$ cat config.mk
export PLATFORM = sky130hd
export DESIGN_NAME = two_lane_traffic_light_countdown_top
export DESIGN_NICKNAME = d
export VERILOG_FILES = /design/src/hdl/tlc_pkg.sv /design/src/hdl/tlc_lane.sv /design/src/hdl/two_lane_traffic_light_countdown_top.sv
export SDC_FILE = /design/constraint.sdc
export NUM_CORES = 1
export LEC_CHECK = 0
export ABC_AREA = 1
export BUFFER_PORTS_ARGS = -buffer_cell sky130_fd_sc_hd__clkbuf_2
export CAP_MARGIN = 10
export CORE_MARGIN = 3
export CORE_UTILIZATION = 50
export CTS_BUF_LIST = sky130_fd_sc_hd__clkbuf_8
export DETAILED_ROUTE_END_ITERATION = 8
export GPL_TIMING_DRIVEN = 0
export PLACE_DENSITY = 0.67
export SLEW_MARGIN = 20
export SYNTH_ARGS = -nofsm -noshare
export SYNTH_HDL_FRONTEND = slang
export SYNTH_SLANG_ARGS = --single-unit
export TNS_END_PERCENT = 1
$ cat constraint.sdc
create_clock -name clk -period 33.9 [get_ports clk]
set_input_delay 10.17 -clock clk [delete_from_list [all_inputs] [get_ports clk]]
set_output_delay 10.17 -clock clk [all_outputs]
set_load 0.01 [all_outputs]
$ cat src/hdl/tlc_pkg.sv
// Shared types, constants and a digit decode function for the traffic light countdown block.
`timescale 1ns / 1ps

package tlc_pkg;

  // Width of the scan slot tick counter.
  localparam int SLOT_CNT_W = 16;
  // Width of the slot length register.
  localparam int SLOT_TICKS_W = 16;
  // Width used to compare the incremented counter against the slot length.
  localparam int SLOT_CMP_W = (SLOT_CNT_W + 1 > SLOT_TICKS_W) ? SLOT_CNT_W + 1 : SLOT_TICKS_W;

  // Width of phase durations, elapsed seconds and displayed values.
  localparam int SEC_W = 7;
  localparam int CFG_DATA_W = 16;
  localparam int CFG_INDEX_W = 2;

  localparam logic [SEC_W-1:0] DISPLAY_MAX = SEC_W'(99);
  localparam logic [1:0] LAST_SLOT = 2'd3;

  // Reset values of the configuration registers.
  localparam logic [SEC_W-1:0] RED_RESET = SEC_W'(5);
  localparam logic [SEC_W-1:0] YELLOW_RESET = SEC_W'(2);
  localparam logic [SEC_W-1:0] GREEN_RESET = SEC_W'(3);
  localparam logic [SLOT_TICKS_W-1:0] SLOT_TICKS_RESET = SLOT_TICKS_W'(250);

  // Configuration register indexes.
  localparam logic [CFG_INDEX_W-1:0] REG_RED = 2'd0;
  localparam logic [CFG_INDEX_W-1:0] REG_YELLOW = 2'd1;
  localparam logic [CFG_INDEX_W-1:0] REG_GREEN = 2'd2;
  localparam logic [CFG_INDEX_W-1:0] REG_SLOT_TICKS = 2'd3;

  // Lamp phase; the encoding is also the lamp code on the outputs.
  typedef enum logic [1:0] {
    PH_RED    = 2'd0,
    PH_YELLOW = 2'd1,
    PH_GREEN  = 2'd2
  } phase_t;

  // Phase durations handed to each lane.
  typedef struct packed {
    logic [SEC_W-1:0] red_s;
    logic [SEC_W-1:0] yellow_s;
    logic [SEC_W-1:0] green_s;
  } durations_t;

  // Seven-segment pattern for a decimal digit, segments a to g in bits 0 to 6, active high.
  function automatic logic [6:0] seg_font(input logic [3:0] digit);
    logic [6:0] pat;
    unique case (digit)
      4'd0: pat = 7'h3f;
      4'd1: pat = 7'h06;
      4'd2: pat = 7'h5b;
      4'd3: pat = 7'h4f;
      4'd4: pat = 7'h66;
      4'd5: pat = 7'h6d;
      4'd6: pat = 7'h7d;
      4'd7: pat = 7'h07;
      4'd8: pat = 7'h7f;
      4'd9: pat = 7'h67;
      default: pat = 7'h3f;
    endcase
    return pat;
  endfunction

endpackage

$ cat src/hdl/tlc_lane.sv
// One lane's phase sequencer with its elapsed seconds and remaining time view.
`timescale 1ns / 1ps

module tlc_lane (
  input  logic                       clk,
  input  logic                       rst_n,
  input  tlc_pkg::phase_t            init_phase,
  input  tlc_pkg::durations_t        dur,
  input  logic                       second_pulse,
  output tlc_pkg::phase_t            phase_nxt,
  output logic [tlc_pkg::SEC_W-1:0]  remain_nxt
);
  import tlc_pkg::*;

  phase_t           phase_r;
  logic [SEC_W-1:0] elapsed_r;
  logic [SEC_W-1:0] elapsed_nxt;
  logic [SEC_W:0]   elapsed_inc;
  logic [SEC_W-1:0] cur_len;
  logic [SEC_W-1:0] nxt_len;

  // Duration of a phase; zero counts as one second.
  function automatic logic [SEC_W-1:0] phase_len(input phase_t ph, input durations_t d);
    logic [SEC_W-1:0] len;
    unique case (ph)
      PH_GREEN:  len = d.green_s;
      PH_YELLOW: len = d.yellow_s;
      default:   len = d.red_s;
    endcase
    if (len == '0) begin
      len = SEC_W'(1);
    end
    return len;
  endfunction

  // Advance elapsed time once per second and step the phase at its end.
  always_comb begin
    cur_len     = phase_len(phase_r, dur);
    elapsed_inc = {1'b0, elapsed_r} + (SEC_W + 1)'(1);
    phase_nxt   = phase_r;
    elapsed_nxt = elapsed_r;
    if (second_pulse) begin
      if (elapsed_inc >= {1'b0, cur_len}) begin
        elapsed_nxt = '0;
        unique case (phase_r)
          PH_GREEN:  phase_nxt = PH_YELLOW;
          PH_YELLOW: phase_nxt = PH_RED;
          default:   phase_nxt = PH_GREEN;
        endcase
      end else begin
        elapsed_nxt = elapsed_inc[SEC_W-1:0];
      end
    end
  end

  // Remaining seconds after the update, clamped at zero and at the display maximum.
  always_comb begin
    nxt_len = phase_len(phase_nxt, dur);
    if (elapsed_nxt >= nxt_len) begin
      remain_nxt = '0;
    end else begin
      remain_nxt = nxt_len - elapsed_nxt;
    end
    if (remain_nxt > DISPLAY_MAX) begin
      remain_nxt = DISPLAY_MAX;
    end
  end

  // Lane state registers.
  always_ff @(posedge clk) begin
    if (!rst_n) begin
      phase_r   <= init_phase;
      elapsed_r <= '0;
    end else begin
      phase_r   <= phase_nxt;
      elapsed_r <= elapsed_nxt;
    end
  end

endmodule

$ cat src/hdl/two_lane_traffic_light_countdown_top.sv
// Top level of the two-lane traffic light controller with seven-segment countdown.
`timescale 1ns / 1ps

// Usage:
// Each transfer on the in_ channel carries one time-base tick flag (in_tick).
// Every slot_ticks ticks the display scan steps to the next of four digits,
// and each wrap of the scan is one second for both lanes. Lane 1 starts red,
// lane 2 green; each runs red, green, yellow for its configured seconds.
// Every input transfer yields exactly one output transfer with both lamps,
// the enabled digit and its active-low segments, showing the state after the
// tick. Digits 0 and 1 show lane 1's remaining seconds, digits 2 and 3 lane 2's.
// One item is taken in every cycle while the receiver does not stall; the
// single output register sets that rate.
// When the receiver stalls, the output register holds its result and
// in_ready drops until that result is taken.
// The cfg_ channel writes a register by index (red, yellow, green seconds,
// slot ticks) and is always ready; write it only while the block is idle.
// Reset (rst_n low, synchronous) restores the register defaults, both lanes'
// start phases, the scan position and empties the output register.

module two_lane_traffic_light_countdown_top (
  input  logic                              clk,
  input  logic                              rst_n,
  input  logic                              in_valid,
  output logic                              in_ready,
  input  logic                              in_tick,
  output logic                              out_valid,
  input  logic                              out_ready,
  output logic [1:0]                        out_lane1_light,
  output logic [1:0]                        out_lane2_light,
  output logic [1:0]                        out_digit_select,
  output logic [6:0]                        out_segments,
  input  logic                              cfg_valid,
  output logic                              cfg_ready,
  input  logic [tlc_pkg::CFG_INDEX_W-1:0]   cfg_index,
  input  logic [tlc_pkg::CFG_DATA_W-1:0]    cfg_data
);
  import tlc_pkg::*;

  durations_t              dur_r;
  logic [SLOT_TICKS_W-1:0] slot_ticks_r;

  logic [SLOT_CNT_W-1:0]   slot_cnt_r;
  logic [SLOT_CNT_W-1:0]   slot_cnt_nxt;
  logic [1:0]              slot_r;
  logic [1:0]              slot_nxt;
  logic [SLOT_CMP_W-1:0]   cnt_inc;
  logic [SLOT_CMP_W-1:0]   slot_limit;

  logic                    in_xfer;
  logic                    tick_go;
  logic                    second_pulse;

  phase_t                  lane1_phase_nxt;
  phase_t                  lane2_phase_nxt;
  logic [SEC_W-1:0]        lane1_remain;
  logic [SEC_W-1:0]        lane2_remain;

  logic [SEC_W-1:0]        shown;
  logic [14:0]             tens_prod;
  logic [3:0]              tens;
  logic [3:0]              units;
  logic [3:0]              digit;

  logic                    out_valid_r;
  logic [1:0]              lane1_light_r;
  logic [1:0]              lane2_light_r;
  logic [1:0]              digit_sel_r;
  logic [6:0]              segments_r;

  // Handshake: a new item enters whenever the output register is free or being emptied.
  assign in_ready  = !out_valid_r || out_ready;
  assign in_xfer   = in_valid && in_ready;
  assign tick_go   = in_xfer && in_tick;
  assign cfg_ready = 1'b1;

  // Configuration registers.
  always_ff @(posedge clk) begin
    if (!rst_n) begin
      dur_r.red_s    <= RED_RESET;
      dur_r.yellow_s <= YELLOW_RESET;
      dur_r.green_s  <= GREEN_RESET;
      slot_ticks_r   <= SLOT_TICKS_RESET;
    end else if (cfg_valid && cfg_ready) begin
      unique case (cfg_index)
        REG_RED:        dur_r.red_s    <= cfg_data[SEC_W-1:0];
        REG_YELLOW:     dur_r.yellow_s <= cfg_data[SEC_W-1:0];
        REG_GREEN:      dur_r.green_s  <= cfg_data[SEC_W-1:0];
        REG_SLOT_TICKS: slot_ticks_r   <= cfg_data[SLOT_TICKS_W-1:0];
        default:        ;
      endcase
    end
  end

  // Scan slot timing; a slot length of zero ends a slot on every tick.
  always_comb begin
    cnt_inc      = SLOT_CMP_W'(slot_cnt_r) + SLOT_CMP_W'(1);
    slot_limit   = (slot_ticks_r == '0) ? SLOT_CMP_W'(1) : SLOT_CMP_W'(slot_ticks_r);
    slot_cnt_nxt = slot_cnt_r;
    slot_nxt     = slot_r;
    second_pulse = 1'b0;
    if (tick_go) begin
      if (cnt_inc >= slot_limit) begin
        slot_cnt_nxt = '0;
        slot_nxt     = slot_r + 2'd1;
        second_pulse = (slot_r == LAST_SLOT);
      end else begin
        slot_cnt_nxt = cnt_inc[SLOT_CNT_W-1:0];
      end
    end
  end

  always_ff @(posedge clk) begin
    if (!rst_n) begin
      slot_cnt_r <= '0;
      slot_r     <= '0;
    end else begin
      slot_cnt_r <= slot_cnt_nxt;
      slot_r     <= slot_nxt;
    end
  end

  // The two lane sequencers.
  tlc_lane u_lane1 (
    .clk          (clk),
    .rst_n        (rst_n),
    .init_phase   (PH_RED),
    .dur          (dur_r),
    .second_pulse (second_pulse),
    .phase_nxt    (lane1_phase_nxt),
    .remain_nxt   (lane1_remain)
  );

  tlc_lane u_lane2 (
    .clk          (clk),
    .rst_n        (rst_n),
    .init_phase   (PH_GREEN),
    .dur          (dur_r),
    .second_pulse (second_pulse),
    .phase_nxt    (lane2_phase_nxt),
    .remain_nxt   (lane2_remain)
  );

  // Digit decode: tens by multiplying with 205/2048, exact for values up to 99.
  always_comb begin
    shown     = slot_nxt[1] ? lane2_remain : lane1_remain;
    tens_prod = 15'(shown) * 15'd205;
    tens      = tens_prod[14:11];
    units     = 4'(shown - SEC_W'(tens) * SEC_W'(10));
    digit     = slot_nxt[0] ? units : tens;
  end

  // Output register with its valid flag.
  always_ff @(posedge clk) begin
    if (!rst_n) begin
      out_valid_r <= 1'b0;
    end else if (in_xfer) begin
      out_valid_r <= 1'b1;
    end else if (out_ready) begin
      out_valid_r <= 1'b0;
    end
  end

  always_ff @(posedge clk) begin
    if (in_xfer) begin
      lane1_light_r <= lane1_phase_nxt;
      lane2_light_r <= lane2_phase_nxt;
      digit_sel_r   <= slot_nxt;
      segments_r    <= ~seg_font(digit);
    end
  end

  assign out_valid        = out_valid_r;
  assign out_lane1_light  = lane1_light_r;
  assign out_lane2_light  = lane2_light_r;
  assign out_digit_select = digit_sel_r;
  assign out_segments     = segments_r;

endmodule
## Yosys cells after proc, flatten, opt, wreduce, memory -nomap -nowiden

Memories as Yosys holds them, arrays and structs flattened.
Index checks and enable logic that the tools add are counted.
W data, S select, Z words.

- Shifts and indexed selects: 0
- $lt $le $gt $ge: 7
- Equality and inequality tests: 12
- $add $sub $neg: 7
- Multiplexer cells: 33
- Reduce and logical (&&, ||, !) cells: 15
- Divide/modulo/power cells: 0
- Bitwise gates (word level): 1
- $mul: 2

Operator list:

| kind | count |
|---|---|
| $mux W7 | 14 |
| $pmux W7 S2 | 4 |
| $mux W16 | 2 |
| $logic_not A7 Y1 | 4 |
| $add A16 B1 Y17 const B | 1 |
| $ge A17 B16 Y1 | 1 |
| $add A7 B1 Y8 const B | 2 |
| $ge A8 B7 Y1 | 2 |
| $logic_not A16 Y1 | 1 |
| $mul A7 B8 Y15 const B | 1 |
| $eq A2 B2 Y1 const B | 7 |
| $ge A7 B7 Y1 | 2 |
| $gt A7 B7 Y1 const B | 2 |
| $sub A7 B7 Y7 | 2 |
| $mux W2 | 6 |
| $eq A2 B1 Y1 const B | 5 |
| $pmux W2 S2 | 2 |
| $reduce_and A2 Y1 | 4 |
| $not A7 Y7 | 1 |
| $mul A4 B3 Y3 const B | 1 |
| $mux W1 | 4 |
| $mux W4 | 1 |
| $sub A4 B4 Y4 | 1 |
| $add A2 B1 Y2 const B | 1 |
| other kinds (5) | 6 |

- Logic and storage cells: 93
- Register bits after elaboration: 87
- Memories: 1
- Input port bits: 24
- Output and inout bits: 16
- Memory bits (read-only): 112
- Latch bits: 0
- Bits in writable memories: 0

Memory list:

| memory | depth | bits a word | rd ports | clocked after memory_dff | wr ports | line | source |
|---|---|---|---|---|---|---|---|
| (no name shown) | 16 | 7 | 1 | 0 | 0 | tlc_pkg.sv:50 | `unique case (digit)` |

## Depth between registers and ports, before layout

An unclocked memory read counts as a cell.

- Word-level depth: 23
- Gate-level depth with buffers: 76
- Depth with buffers taken out: 76

## Cells and area by module

Synthesis repeated with hierarchy kept, for this count alone.

- Cells, all modules: 1157
- Area, all modules: 7843.8 sq um

Modules (own cells, without submodules):

| module | times used | cells an instance | seq. area each (sq um) | area an instance (sq um) |
|---|---|---|---|---|
| two_lane_traffic_light_countdown_top | 1 | 605 | 1511.4 | 4693.3 |
| tlc_lane at u_lane1 | 1 | 275 | 180.2 | 1600.3 |
| tlc_lane at u_lane2 | 1 | 277 | 180.2 | 1550.2 |

## Worst setup path before layout

Ideal clock, no wire load.

- Path type: input to output
- Start: input port out_ready
- End: output port in_ready
- Path slack: 13.426 ns
- Arrival: 10.304 ns
- Required time: 23.730 ns
- Stages: 2
- Path buffers: 0
- Cell sequence: inv_1 nand2_1

- Cells in the longest elaborated chain, start to end: 1

Ends and longest elaborated chain:

| item | line | source |
|---|---|---|
| start, declared | two_lane_traffic_light_countdown_top.sv:28 | `input logic out_ready,` |
| $logic_or A1 B1 Y1 | two_lane_traffic_light_countdown_top.sv:72 | `assign in_ready = !out_valid_r \|\| out_ready;` |
| end, declared | two_lane_traffic_light_countdown_top.sv:25 | `output logic in_ready,` |

No other way between the ends.

## Worst setup path after layout

Same ends and word-level chain as after synthesis.

==> summary.txt <==
Status
  • Outcome: finished, final reports clean

Timing
  • Endpoints failing setup: 0
  • Clock Skew: approximately 11 ps
  • Min cycle time layout: a little over 20000 ps
  • Endpoints failing hold: 0
  • Maximum clock frequency: around 0.048 GHz
  • Tcrit/Tclk final: between 60 and 70%
  • Setup repair after global routing missed its margin: false
  • Final WS setup: ~13000 ps
  • Relative slew slack: 41.0%
  • Setup TNS: 0 ps
  • Worst Max-Slew Pin Slew: slightly below 900 ps
  • Slew Viols, Final: 0

Setup path
  • Critical path required time: about 24000 ps
  • Worst EP arrival: between 10000 and 15000 ps
  • Crit path kind: in2out
  • Startpoint Class: input pin
  • CP Capture Type: primary output
  • CP max FO: 3

Synth
  • Cell count after synthesis: 1051
  • Register area share after synthesis: between 20% and 30%
  • Ys async rst share: 0%
  • Main synth FF type: dfxtp_1
  • Yosys reg bits: 87
  • Distinct cells, synth: approximately 50
  • Syn Area/Cell: roughly 7 sq um
  • Syn Nets: about 1200
  • Syn Std Cell Area: about 7400 sq um
  • Yosys warns: 0
  • Number of synthesized flops with an enable pin: 13

Floorplan
  • Starting density of the core: 52.2%
  • IO Count: 40
  • Die Span Y: between 100 and 150 microns
  • Full die area: approximately 16000 sq um
  • Die width: 128 microns
  • Core Footprint: ~14000 sq um
  • Core Rows: 43

Global routing
  • GRT Total Usage: between 20% and 30%
  • Layer with the highest usage: met2
  • Met1 global-route usage: between 30% and 40%
  • Grt met2 use: 34.9%
  • Initial antenna violation count: 0
  • First-pass GRT wire length: about 30000 microns
  • GR Util met3: under 10%
  • Largest net degree at the start of global routing: 16
  • Vias in the first global route: between 6000 and 7000
  • Grt total ovfl: 0

Hold path
  • HP Class: reg2reg

Layout
  • Multi-input logic area: about 4600 sq um
  • Share of layout cells above drive strength 1: under 10%
  • Reg area: 1870 sq um
  • Layout fillers: 1399
  • Finished Cell Area: ~8000 sq um
  • ANT cells: 0
  • Final cell count without fillers: roughly 1300
  • Syn-to-layout area delta: 8.50%
  • Nets: between 1000 and 1500

Drt
  • Pre-Repair DR Iteration Count: 5
  • Post-Route WL: about 17000 microns
  • DRT iter0 DRCs: about 370
  • Final ANT Viol Nets: 0
  • Via/cell ratio: a little over 5
  • Wire length per cell: 13.5 microns
  • DR vias: 6652
  • DRC violations left: 0

Clock network
  • CTS Root Cell: clkbuf_8
  • Postcts setup bufs: 0
  • Inserted Clock Buffers: 9
  • Reg clk slew, reported paths: about 90 ps
  • CTS tree: yes
  • Post-CTS Hold Fix Bufs: 0
  • CTS max path bufs: 2
  • # clock sinks: a little under 90
  • CTS H-tree lvls: 3
  • Clk_lat worst skew: approximately 380 ps
  • Post-cts sizing count: 0

Power and ir drop
  • Power Dens Cells: roughly 46 nW/um^2
  • Peak supply drop: 23.8 uV
  • Leakage: 4.18 nW

Placed design
  • Buffers on Ports: 37
  • Final HPWL DP: around 14000 microns
  • Cell Area, Placed: 7800 sq um
  • Final Wtd Congestion: between 0.8 and 0.9
  • Dpl cells: about 1300
  • Post-Place Setup Slack: between 10000 and 15000 ps

Flow run
  • Max cap viols: 0
==> state kept, by name, indices dropped and copies added (netlist names), 7 cells and up <==
signal	cells
slot_ticks_r	16
slot_cnt_r	16
out_segments	7
dur_r	21
u_lane1.elapsed_r	7
u_lane2.elapsed_r	7
==> cells in the mapped netlist (4+ instances only) <==
library cell,n,area [sq um]
nand2_4,4,45.0
nand3_1,42,210
nand4_1,17,106
o211ai_1,5,37.5
nor2_1,68,255
nand2_2,10,62.6
a31oi_1,4,25.0
xnor2_1,8,70.1
ha_1,97,1210
a21oi_1,59,295
fa_1,11,220
o22ai_1,22,138
nand3_2,6,60.1
clkbuf_1,16,60.1
o221ai_1,6,52.6
nand3b_1,6,45.0
nand2_1,218,818
xor2_1,20,175
a211oi_1,11,82.6
nor3_1,8,40.0
dfxtp_1,74,1480
o21a_1,6,45.0
inv_2,9,33.8
edfxtp_1,13,390
o21ai_0,77,385
inv_1,198,743
==> final timing paths <==
| check | cells past startpoint | start | slack (ps) | to |
|---|---|---|---|---|
| setup / recovery | 4 | out_ready | 13240 | in_ready |
| hold / removal | 2 | slot_ticks_r[15] | 500 | slot_ticks_r[15] |
| setup reg to reg | 69 | slot_cnt_r[0] | 21870 | out_segments[4] |
| hold reg to reg | 2 | slot_ticks_r[15] | 500 | slot_ticks_r[15] |
==> cells in the final DEF (no fill, tap or decap), drive strengths merged, types with 11 or more instances in the layout <==
master	synthesis	layout
clkbuf	16	62
nand3	49	49
a21oi	60	60
inv	207	209
fa	11	11
nand4	17	17
edfxtp	13	13
o21ai	81	81
nor2	71	71
ha	97	97
a211oi	11	11
nand2	232	232
dfxtp	74	74
xor2	21	21
o22ai	22	22
==> area by class of cell <==
type / count / area share (%)
clock buffer: 9 / 1.55
tap: 180 / 2.81
buffer: 21 / 1.19
timing repair buffer: 37 / 2.31
inverter: 210 / 9.84
clock inverter: 6 / 1.17
sequential: 87 / 23.4
multi-input combinational: 733 / 57.8
==> logic make-up (layout without fill, tap and decap cells) <==
family	Yosys count	in the layout	synth area share, %
AND/OR/NAND/NOR	390	390	23.5
buffers and inverters	231	283	12.0
AO/OA/AOI/OAI	204	204	16.0
adder cells (fa/ha/maj)	108	108	19.4
flip-flops	87	87	25.3
XOR/XNOR	30	30	3.76
other	1	1	0.0508
==> metal layers <==
layer / part of all wire [%] / up-vias
met2: 44 / 144
met1: 50 / 2965
met4: 1.7 / 0
met5: 0 / -
met3: 4.6 / 26
li1: - / 3517
==> critical path, cell delays in order <==
cell and delay (ps):
clkbuf_2 70, inv_1 30, nand2_1 80, clkbuf_2 140
==> where the power goes <==
part           internal, mW  switching, mW
sequential            0.116        0.00312
combinational        0.0628          0.106
clock                0.0417         0.0406
total                 0.220          0.150
==> through the flow <==
| step | total power [mW] | utilization [%] | hold WS [ps] |
|---|---|---|---|
| final | 0.370 | 56.6 | 496 |
| after global routing | 0.406 | 56.6 | 532 |
| after global placement | 0.287 | 55.1 | 479 |
| after detailed placement | 0.290 | 55.1 | 486 |
| after CTS | 0.373 | 56.6 | 499 |
| after floorplan | 0.252 | - | 449 |
No activity file was read; power rests on OpenSTA's default activity.
